==> src/hdl/ats_pkg.sv <==
`default_nettype none

package ats_pkg;

    // Series length limits and the constant pi/2 in Q1.29
    localparam int TERMS_DEFAULT = 32;
    localparam int TABLE_LEN     = 64;
    localparam logic signed [33:0] HALF_PI_Q29 = 34'sd843314857;

    // Widths of the datapath
    localparam int XW    = 32;   // argument
    localparam int AW    = 31;   // angle
    localparam int MW    = 31;   // Q0.30 magnitude, up to 2^30
    localparam int QW    = 30;   // reciprocal quotient bits
    localparam int REMW  = 47;   // dividend 2^46 + mag/2
    localparam int SUMW  = 34;   // signed running sum
    localparam int ONE_SHIFT = 16;  // |x| <= 1.0 in Q16.16

    // Control that travels with each transaction down the chain
    typedef struct packed {
        logic valid;
        logic neg;
        logic big;
    } ctl_t;

    // Q0.30 product, rounded to nearest with halves up
    function automatic logic [MW-1:0] mul_q30(input logic [MW-1:0] a,
                                              input logic [MW-1:0] b);
        logic [2*MW-1:0] prod;
        prod = (2*MW)'(a) * (2*MW)'(b) + ((2*MW)'(1) << 29);
        return prod[MW+29:30];
    endfunction

endpackage

`default_nettype wire

==> src/hdl/ats_term_cell.sv <==
`default_nettype none

// One series term: add or subtract p/(2i+1), then raise p by m^2
module ats_term_cell #(
    parameter int INDEX = 0
) (
    input  wire logic                          clk,
    input  wire logic                          rst_n,
    input  wire ats_pkg::ctl_t                 in_ctl,
    input  wire logic [ats_pkg::MW-1:0]        in_m2,
    input  wire logic [ats_pkg::MW-1:0]        in_pow,
    input  wire logic signed [ats_pkg::SUMW-1:0] in_sum,
    output ats_pkg::ctl_t                      out_ctl,
    output logic [ats_pkg::MW-1:0]             out_m2,
    output logic [ats_pkg::MW-1:0]             out_pow,
    output logic signed [ats_pkg::SUMW-1:0]    out_sum
);

    localparam longint unsigned K = 2 * INDEX + 1;
    localparam logic [ats_pkg::MW-1:0] RECIP =
        ats_pkg::MW'(((64'd1 << 30) + K / 2) / K);

    logic [ats_pkg::MW-1:0]             term;
    ats_pkg::ctl_t                      ctl_reg;
    logic [ats_pkg::MW-1:0]             m2_reg;
    logic [ats_pkg::MW-1:0]             pow_reg;
    logic [ats_pkg::MW-1:0]             pow_next;
    logic signed [ats_pkg::SUMW-1:0]    sum_reg;
    logic signed [ats_pkg::SUMW-1:0]    sum_next;

    // Scale the power by the reciprocal and fold it into the sum
    always_comb
    begin
        term     = ats_pkg::mul_q30(in_pow, RECIP);
        pow_next = ats_pkg::mul_q30(in_pow, in_m2);
        if ((INDEX % 2) == 0)
        begin
            sum_next = in_sum + $signed({{(ats_pkg::SUMW-ats_pkg::MW){1'b0}}, term});
        end
        else
        begin
            sum_next = in_sum - $signed({{(ats_pkg::SUMW-ats_pkg::MW){1'b0}}, term});
        end
    end

    // Advance control
    always_ff @(posedge clk or negedge rst_n)
    begin
        if (!rst_n)
        begin
            ctl_reg <= '0;
        end
        else
        begin
            ctl_reg <= in_ctl;
        end
    end

    // Advance payload
    always_ff @(posedge clk)
    begin
        m2_reg  <= in_m2;
        pow_reg <= pow_next;
        sum_reg <= sum_next;
    end

    assign out_ctl = ctl_reg;
    assign out_m2  = m2_reg;
    assign out_pow = pow_reg;
    assign out_sum = sum_reg;

endmodule

`default_nettype wire

==> config.mk <==
export PLATFORM = sky130hd
export DESIGN_NAME = ats_term_cell
export DESIGN_NICKNAME = d
export VERILOG_FILES = /design/src/hdl/ats_pkg.sv /design/src/hdl/ats_term_cell.sv
export SDC_FILE = /design/constraint.sdc
export NUM_CORES = 2
export LEC_CHECK = 0
export BUFFER_PORTS_ARGS = -buffer_cell sky130_fd_sc_hd__buf_2
export CORE_MARGIN = 8
export CORE_UTILIZATION = 63
export CTS_CLUSTER_DIAMETER = 200
export DETAILED_ROUTE_END_ITERATION = 10
export PLACE_DENSITY = 0.85
export SYNTH_ARGS = -nofsm -noshare
export SYNTH_HDL_FRONTEND = slang
export SYNTH_SLANG_ARGS = --single-unit
==> constraint.sdc <==
create_clock -name clk -period 0.9 [get_ports clk]
set_input_delay 0.09 -clock clk [delete_from_list [all_inputs] [get_ports clk]]
set_output_delay 0.09 -clock clk [all_outputs]
set_load 0.02 [all_outputs]
==> metrics.csv <==
stage,metric,value,unit
logic_synthesis,post-synthesis async set-or-reset flop share,3.03,%
floorplan,standard cell core area,55100,sq um
logic_synthesis,flip-flop and latch count after synthesis,99,
logic_synthesis,post-synth net total,5089,
clocking,TritonCTS Buffers,9,
global_route,aggregate global-route resource usage,34.6,%
setup_path,cell type with the highest occurrence count on the critical path,fa_1,
layout,"Net count, final",5585,
routing,First-pass DRT Iterations,6,
logic_synthesis,register area share after synthesis,5.70,%
setup_path,crit path DAT,7240,ps
layout,"most common cell after layout, fill and taps aside",inv_1,
floorplan,number of placed I/O pins,200,
floorplan,row count,86,
logic_synthesis,synthesized area per cell,9.11,sq um
global_route,antenna violations before repair,0,
routing,Iteration-0 DRC Markers,2976,
placement,number of buffers added on ports,199,
timing,Setup-failing EPs final,163,
routing,Total Routed Length,116,mm
routing,Post-route DRC,0,
timing,Final Hold Fails,0,
layout,Seq. cell area,2050,sq um
layout,"commonest cells after routing, fill and taps aside","inv_1 (922), fa_1 (804), and2_1 (534), nand2_1 (436), buf_4 (411)",
setup_path,required time of the worst setup path,1220,ps
setup_path,CP Max Fanout,5,
clocking,buffer type at the clock tree root,clkbuf_16,
clocking,maximum buffer depth of the clock tree,2,
timing,shortest period the worst path allows,6920,ps
floorplan,vertical die dimension,252,um
setup_path,category of the worst setup path launch point,primary input,
worst_hold_path,class of the most critical hold timing path,primary input to flop,
layout,area grow syn2layout,21.0,%
global_route,total congestion overflow after global routing,0,
global_route,pin count of the biggest net entering global routing,26,
layout,layout cell share with drive strength beyond 1,21.6,%
layout,summed area of non-filler cells in the final layout,42400,sq um
timing,RSZ-0062 raised after global routing,true,
logic_synthesis,number of flops mapped to enable cells by yosys,0,
timing,headroom to the max-slew limit,47.6,%
logic_synthesis,Synth Instances,3847,
clocking,number of clock sinks seen by CTS,99,
setup_path,type of element capturing the critical path,flop,
global_route,number of global-route vias before repair,33000,
timing,setup total negative slack,-219990,ps
placement,Post-DP Area,39900,sq um
global_route,met1 Usage GRT,38.3,%
timing,Final Max Tran Viols,0,
outcome,run status,finished with violations,
floorplan,starting utilization of the core area,63.6,%
routing,overall via count from detail_route,30000,
routing,average routed wire per standard cell,22.9,um
setup_path,critical path class,primary input to flop,
setup_path,stage delay of the slowest cell on the critical path,740,ps
setup_path,CP max stage cell,fa_1,
logic_synthesis,warnings from Yosys,0,
layout,utilization after layout,77.0,%
logic_synthesis,total standard cell area after synthesis,35000,sq um
floorplan,die footprint,63400,sq um
clocking,CTS clock-pin slew for the worst setup and hold paths,80,ps
job,# Max-Cap Violations,0,
floorplan,die outline width,252,um
global_route,met3 Use GR,8.20,%
timing,period utilisation layout,769,%
clocking,clock tree from TritonCTS,done,
layout,area of the multi-input gates,29800,sq um
placement,routability congestion estimate,0.958,
global_route,met2 Track Usage GR,58.8,%
layout,fill cell count,3042,
routing,ANT nets after route,0,
global_route,first-pass GRT wire length,172,mm
clocking,level count of the clock H-tree,3,
timing,Max Clock Freq,144,MHz
timing,Slew @ Worst Pin,778,ps
global_route,busiest grt layer,met2,
outcome,failing checks,setup timing,
routing,number of vias per cell after detailed routing,5.88,
placement,DP Wirelength,86.4,mm
timing,final worst slack,-6020,ps
logic_synthesis,Yosys cell types,62,
logic_synthesis,"Top FF cell, synth",dfxtp_1,
worst max-delay path, delay by kind of cell:
family          cells  cell delay, ps
fa+ha+maj           9            4690
compound gates      6            1250
buf+inv             8             880
simple gates        2             290
cells in the mapped netlist, drive strengths merged, types with 16 or more instances:
cell	number	share of area, %
clkbuf	201	2.2
nand2	437	4.7
nor3	16	0.23
dfxtp	96	5.5
fa	838	48
o21ai	47	0.68
nor2	47	0.50
ha	303	11
and2	565	10
a21oi	74	1.1
a21o	44	0.94
nand4	17	0.30
a211oi	16	0.42
inv	955	10
xnor2	37	0.92
xor2	23	0.57
what timing repair did:
item,CTS,global route
gates resized for setup,248,246
pin swaps,86,73
setup buffers,11,30
endpoints found under the hold margin,18,5
setup endpoints to repair,163,162
hold buffers,17,5
gates cloned,0,2
metal layers:
layer  vias up  part of all wire [%]
li1      12200                     -
met1     14700                    31
met2      2266                    48
met3       879                    11
met4         0                    10
met5         -                     0
cell type report:
cell class | instances | share of cell area [%]
clock inverter | 4 | 0.0620
antenna | 1 | 0.00590
inverter | 955 | 8.45
multi-input combinational | 2591 | 70.2
clock buffer | 11 | 0.572
timing repair buffer | 687 | 13.7
tap | 748 | 2.21
sequential | 99 | 4.84
stage by stage:
| step | hold slack, ps | worst slack [ps] | std cells |
|---|---|---|---|
| after floorplan | -206 | -5740 | 3847 |
| after global routing | -1.34 | -6180 | 5095 |
| after CTS | 2.26 | -5700 | 5061 |
| final | 14.1 | -6020 | 5096 |
| after global placement | -117 | -6400 | 5019 |
| after detailed placement | -114 | -6550 | 5019 |
final timing paths:
check	start	to	slack [ps]	cells after the start
worst min-delay path	in_m2[21]	out_m2[21]	10	2
min in group asynchronous	rst_n	out_ctl[0]	570	3
max in group asynchronous	rst_n	out_ctl[2]	190	3
worst max-delay path	in_pow[10]	out_pow[24]	-6020	25
registers in the layout (all words and copies together), names as in the netlist:
| signal | flops |
|---|---|
| out_ctl | 3 |
| out_sum | 34 |
| out_pow | 31 |
| out_m2 | 31 |
kinds of logic after synthesis:
group                    Yosys count  synth area share [%]
flip-flops                        99                  5.70
AND/OR/NAND/NOR                 1137                  16.8
buffers and inverters           1157                  12.4
multiplexers                       3                0.0857
adder cells (fa/ha/maj)         1141                  58.7
XOR/XNOR                          60                  1.50
AO/OA/AOI/OAI                    250                  4.81
Power is left out: the tool's default activity adds up to more than one toggle a clock period on the data nets, which glitch-free logic cannot reach.
