==> config.mk <==
export PLATFORM = sky130hd
export DESIGN_NAME = ats_div_cell
export DESIGN_NICKNAME = d
export VERILOG_FILES = /design/src/hdl/ats_pkg.sv /design/src/hdl/ats_div_cell.sv
export SDC_FILE = /design/constraint.sdc
export NUM_CORES = 1
export LEC_CHECK = 0
export ABC_AREA = 1
export BUFFER_PORTS_ARGS = -buffer_cell sky130_fd_sc_hd__buf_4
export CORE_ASPECT_RATIO = 0.5
export CORE_MARGIN = 2
export CORE_UTILIZATION = 48
export CTS_BUF_LIST = sky130_fd_sc_hd__clkbuf_16
export CTS_CLUSTER_SIZE = 25
export DETAILED_ROUTE_END_ITERATION = 10
export GPL_TIMING_DRIVEN = 0
export PLACE_DENSITY = 0.8
export SLEW_MARGIN = 5
export SYNTH_ARGS = -nofsm -noshare
export SYNTH_HDL_FRONTEND = slang
export SYNTH_SLANG_ARGS = --single-unit
==> constraint.sdc <==
create_clock -name clk -period 0.8 [get_ports clk]
set_input_delay 0 -clock clk [delete_from_list [all_inputs] [get_ports clk]]
set_output_delay 0 -clock clk [all_outputs]
set_load 0.01 [all_outputs]
==> src/hdl/ats_pkg.sv <==
`default_nettype none

package ats_pkg;

    // Series length limits and the constant pi/2 in Q1.29
    localparam int TERMS_DEFAULT = 32;
    localparam int TABLE_LEN     = 64;
    localparam logic signed [33:0] HALF_PI_Q29 = 34'sd843314857;

    // Widths of the datapath
    localparam int XW    = 32;   // argument
    localparam int AW    = 31;   // angle
    localparam int MW    = 31;   // Q0.30 magnitude, up to 2^30
    localparam int QW    = 30;   // reciprocal quotient bits
    localparam int REMW  = 47;   // dividend 2^46 + mag/2
    localparam int SUMW  = 34;   // signed running sum
    localparam int ONE_SHIFT = 16;  // |x| <= 1.0 in Q16.16

    // Control that travels with each transaction down the chain
    typedef struct packed {
        logic valid;
        logic neg;
        logic big;
    } ctl_t;

    // Q0.30 product, rounded to nearest with halves up
    function automatic logic [MW-1:0] mul_q30(input logic [MW-1:0] a,
                                              input logic [MW-1:0] b);
        logic [2*MW-1:0] prod;
        prod = (2*MW)'(a) * (2*MW)'(b) + ((2*MW)'(1) << 29);
        return prod[MW+29:30];
    endfunction

endpackage

`default_nettype wire

==> src/hdl/ats_div_cell.sv <==
`default_nettype none

// One quotient bit of the restoring divide 2^46 / |x|
module ats_div_cell #(
    parameter int SHIFT = 0
) (
    input  wire logic                        clk,
    input  wire logic                        rst_n,
    input  wire ats_pkg::ctl_t               in_ctl,
    input  wire logic [ats_pkg::XW-1:0]      in_mag,
    input  wire logic [ats_pkg::REMW-1:0]    in_rem,
    input  wire logic [ats_pkg::QW-1:0]      in_quo,
    output ats_pkg::ctl_t                    out_ctl,
    output logic [ats_pkg::XW-1:0]           out_mag,
    output logic [ats_pkg::REMW-1:0]         out_rem,
    output logic [ats_pkg::QW-1:0]           out_quo
);

    localparam int TW = ats_pkg::XW + ats_pkg::QW;

    logic [TW-1:0]               trial;
    logic                        take;
    ats_pkg::ctl_t               ctl_reg;
    logic [ats_pkg::XW-1:0]      mag_reg;
    logic [ats_pkg::REMW-1:0]    rem_reg;
    logic [ats_pkg::REMW-1:0]    rem_next;
    logic [ats_pkg::QW-1:0]      quo_reg;
    logic [ats_pkg::QW-1:0]      quo_next;

    // Compare the remainder against the shifted divisor
    always_comb
    begin
        trial    = TW'(in_mag) << SHIFT;
        take     = TW'(in_rem) >= trial;
        rem_next = take ? ats_pkg::REMW'(TW'(in_rem) - trial) : in_rem;
        quo_next = in_quo | (take ? (ats_pkg::QW'(1) << SHIFT) : '0);
    end

    // Advance control
    always_ff @(posedge clk or negedge rst_n)
    begin
        if (!rst_n)
        begin
            ctl_reg <= '0;
        end
        else
        begin
            ctl_reg <= in_ctl;
        end
    end

    // Advance payload
    always_ff @(posedge clk)
    begin
        mag_reg <= in_mag;
        rem_reg <= rem_next;
        quo_reg <= quo_next;
    end

    assign out_ctl = ctl_reg;
    assign out_mag = mag_reg;
    assign out_rem = rem_reg;
    assign out_quo = quo_reg;

endmodule

`default_nettype wire

==> reports/qor.yml, run 1 <==
logic_synthesis:
  synth_top_area_share_pct: 32.5
  ys_ff_latch: 112
  syn_area_mm2: 0.00671
  yosysTopAreaCell: "dfxtp_1"
  yosysMostFrequentCell: "nand2_1"
  synthTopCellsByCount: "nand2_1, inv_1, dfxtp_1"
  ys_seq_area_share_pct: 33.6
  ys_async_sr_fraction_pct: 2.68
  yosys_warnings: 0
  synth.avg_cell_area_um2: 6.20
  yosys.cell_types.count: 30
  synth_area_leaders: "dfxtp_1, nand2_1, inv_1"
  syn-instance-count: 1083
  synth-edff-count: 0
  ys.flop_type: "dfxtp_1"
  syn_nets: 1230
placement:
  port-buffer-count: 225
  gp_congestion: 0.970
  place_hpwl_um: 20700
timing:
  worstEndpointType: "register input"
  grt_repair_worst_endpoint: "out_rem[29]$_DFF_P_/D"
clock_tree:
  cts_made_buffers: 9
  htreeDepth: 3
  ctsRootBufferMaster: "clkbuf_16"
  clock_tree.buffer_depth: 2
  clock_sinks: 112
global_route:
  overflow: 17
  grt_usage_pct: 75.0
  grt_max_degree: 23
die:
  rows: 30
  die_x_um: 171
  initial_utilization_pct: 49.4
  io_pins: 226
  fp.dieH_um: 87.6
status:
  error: "[ERROR GRT-0232] Routing congestion too high. Check the congestion heatmap in the GUI."
  haltStage: "5_1_grt"
  outcome: "stopped before the end"
==> per-layer routing <==
| layer | GRT overflow | global-route usage [%] |
|---|---|---|
| met4 | 8 | 75.8 |
| met5 | 0 | 27.0 |
| met1 | 0 | 74.1 |
| met3 | 0 | 61.5 |
| met2 | 9 | 92.6 |
==> cell families after synthesis <==
| kind of cell | Yosys count | share of synthesized area, % |
|---|---|---|
| XOR/XNOR | 19 | 2.48 |
| AND/OR/NAND/NOR | 648 | 40.3 |
| buffers and inverters | 240 | 14.2 |
| flip-flops | 112 | 33.6 |
| AO/OA/AOI/OAI | 31 | 3.13 |
| adder cells (fa/ha/maj) | 33 | 6.26 |
==> stage by stage <==
step	cells	setup TNS [ns]	worst slack, ns	cell area, µm²
floorplan	1083	-29.61	-0.650	7330
global placement	1500	-61.21	-1.36	9260
detailed placement	1500	-62.14	-1.37	9260
CTS	1668	-27.99	-0.619	11900
==> timing repair <==
item	in CTS
endpoints found under the hold margin	114
setup buffers	36
resized for setup	250
hold buffers	113
endpoints found under the setup margin	116
pin swaps	22
cloned	3
==> run 2: changes to the inputs <==
--- a/config.mk
+++ b/config.mk
@@ -7,14 +7,11 @@
 export LEC_CHECK = 0
 export ABC_AREA = 1
 export BUFFER_PORTS_ARGS = -buffer_cell sky130_fd_sc_hd__buf_4
-export CORE_ASPECT_RATIO = 0.5
 export CORE_MARGIN = 2
-export CORE_UTILIZATION = 48
-export CTS_BUF_LIST = sky130_fd_sc_hd__clkbuf_16
-export CTS_CLUSTER_SIZE = 25
+export CORE_UTILIZATION = 33
 export DETAILED_ROUTE_END_ITERATION = 10
 export GPL_TIMING_DRIVEN = 0
-export PLACE_DENSITY = 0.8
+export PLACE_DENSITY_LB_ADDON = 0.15
 export SLEW_MARGIN = 5
 export SYNTH_ARGS = -nofsm -noshare
 export SYNTH_HDL_FRONTEND = slang
==> run 2 against run 1 <==
The flow now finishes, with violations (negative setup slack); area after synthesis did not move; synthesized cell count unchanged.
==> reports/qor.yml, run 2 <==
timing:
  rsz0062_at_grt: "yes"
  worstMarginPinSlew_ns: 0.328
  holdWs_ns: 0.0105
  min_period_over_period_pct: 176
  slew_violations: 0
  finalSetupViolations: 99
  period_needed_ns: 1.41
  setup_ws_ns: -0.607
  fmax_mhz: 711
  finalHoldViolations: 0
  slew-limit-headroom_pct: 77.9
global_route:
  grt_pass1_vias: 7812
  grt_max_degree: 21
  grt_usage_pct: 25.3
  overflow: 0
  grt_pass1_wl_um: 42200
  antenna_found_initial: 0
logic_synthesis:
  synthXorXnorAreaFrac_pct: 2.48  # unchanged
  syn-instance-count: 1083  # unchanged
  ys_ff_latch: 112  # unchanged
  synth_top_area_share_pct: 32.5  # unchanged
  synth_compound_area_share_pct: 3.13  # unchanged
  synth.avg_cell_area_um2: 6.20  # unchanged
  synth-edff-count: 0  # unchanged
  synthSimpleGateAreaFrac_pct: 40.3  # unchanged
  yosysMostFrequentCell: "nand2_1"
  syn_area_mm2: 0.00671  # unchanged
  ys.flop_type: "dfxtp_1"
  synth_top_family_by_area: "simple AND/OR/NAND/NOR gates"
  synth_area_leaders: "dfxtp_1, nand2_1, inv_1"
  ys_async_sr_fraction_pct: 2.68  # unchanged
  synthTopCellsByCount: "nand2_1, inv_1, dfxtp_1"
  syn_nets: 1230  # unchanged
  muxShareOfSynthArea_pct: 0  # unchanged
  yosys_warnings: 0  # unchanged
  yosysTopAreaCell: "dfxtp_1"
  yosys.cell_types.count: 30  # unchanged
  synth-adder-area-share_pct: 6.26  # unchanged
  ys_seq_area_share_pct: 33.6  # unchanged
detailed_routing:
  wl_um: 27800
  drt-initial-drc-count: 338
  vias_per_cell: 4.52
  vias: 8023
  first_pass_iters: 5
  drtAntennaViolNets: 0
  drc: 0
  routedWlPerCell_um: 15.6
power_and_ir_drop:
  internal_power_uw: 11900
  clockPowerShare_pct: 26.1
  vdd_ir_drop_max_uv: 922
  power_uw: 18000
  pwr-share-seq_pct: 36.2
  p_sw_share_pct: 34.0
  p_sw_uw: 6120
  powerDensity_mw_per_mm2: 1390
  leakagePower_uw: 0.00654
  pwr-share-comb_pct: 37.7
layout:
  final_common_cell: "nand2_1"
  layout-drive-gt1-share_pct: 49.4
  largest_register_ffs: 47
  layout_common_cells: "nand2_1, inv_1, buf_4"
  finalNonFillerCells: 1775
  layout.nets: 1647
  area_growth_pct: 93.4
  diodes: 0
  post-route-util_pct: 64.6
hold_path:
  worstHoldPathType: "input pin to flip-flop"
  whs_endpoint: "out_rem[33]"
  hold_start: "in_rem[33]"
  hold_depth: 4
placement:
  place_hpwl_um: 19700  # -4.6%
  place_ws_ns: -1.40  # -0.0275 ns
  placed_cells: 1578  # +5.2%
  gp_congestion: 0.900  # -7.2%
  port-buffer-count: 225  # unchanged
die:
  dieArea_mm2: 0.0215
  fp.dieH_um: 147  # +67%
  initial_utilization_pct: 33.4  # -16 points
  die_x_um: 147  # -14%
  core_area_mm2: 0.0201
  rows: 52  # +73%
  io_pins: 226  # unchanged
worst_setup_path:
  max_stage_delay_ns: 0.32
  cp_common_cell: "nand2_4"
  cp_cell_sequence: "buf_6, ha_4, nand2_4, nor2_4, inv_2, nor2_4, nand2_2, inv_2, nand2_4, nand2_4, nand2_8, nand2_8, clkbuf_16, nand2_2, nand2_1"
  critPathCaptureType: "flip-flop"
  critical_path_class: "input pin to flip-flop"
  cp.arrival_ns: 1.72
  critPathSlowestCell: "ha_4"
  worstPathMaxFanout: 6
  path_delay_family: "simple AND/OR/NAND/NOR gates"
  cp.required_ns: 1.11
  path_buf_inv: 4
  critPathLaunchType: "input pin"
clock_tree:
  cts_tree: "done"
  cts_made_buffers: 9  # unchanged
  clock_tree.buffer_depth: 2  # unchanged
  clkSlewWorstSetupHoldPaths_ns: 0.09
  clock_sinks: 112  # unchanged
  ctsRootBufferMaster: "clkbuf_16"
  htreeDepth: 3  # unchanged
status:
  outcome: "finished, violations left"
  failed_checks: "negative setup slack"
run:
  max_cap_violations: 0
run 2: cell counts after synthesis:
No cell type changed its count.
run 2: timing repair:
action / 4_1_cts / 5_1_grt
endpoints found under the hold margin: 115 / 0
pin swaps: 49 / 100
resized for setup: 294 / 240
gates cloned: 6 / 2
endpoints found under the setup margin: 160 / 160
hold buffers: 114 / 0
buffers inserted: 33 / 28
run 2: stage by stage:
step                      TNS [ns]  area (µm²)
after floorplan             -29.61        7330
after global placement      -61.67        9350
after detailed placement    -62.62        9350
after CTS                   -30.06       12100
after global routing        -32.94       13000
final                       -27.30       13000
run 2: cell type report:
type	count	area (µm²)
inverter	233	917
tap	270	338
fill	1759	7120
buffer	7	115
multi-input combinational	732	4920
sequential	112	2380
clock inverter	6	60.1
clock buffer	10	229
timing repair buffer	405	4020
run 2: cells by family after synthesis:
family,after synthesis
simple gates,648
xor+xnor,19
compound gates,31
flops,112
fa+ha+maj,33
buf+inv,240
run 2: power by group through the flow:
stage	Combinational (µW)	Clock [µW]	Sequential, µW
floorplan	2480	0	6710
global placement	4950	0	6410
detailed placement	4950	0	6420
CTS	6110	4810	6460
global route	7330	4990	6570
finish	6770	4700	6510
run 2: routing by layer:
metal | vias to the layer above | GRT usage, % | wire (µm)
li1 | 4049 | - | -
met1 | 3664 | 32.6 | 12100
met2 | 272 | 42.7 | 13100
met3 | 38 | 4.91 | 1910
met4 | 0 | 7.48 | 701
met5 | - | 0 | 0
run 2: worst max-delay path by stage:
stage,from,slack (ns),endpoint,cells after the start
floorplan,in_mag[1],-0.65,out_rem[31],14
global placement,in_mag[26],-1.38,out_rem[44],14
detailed placement,in_mag[26],-1.40,out_rem[44],14
CTS,in_rem[28],-0.63,out_rem[44],12
global route,in_mag[24],-0.67,out_rem[9],16
finish,in_rem[24],-0.61,out_rem[2],15
Power figures use the tool's default switching activity.
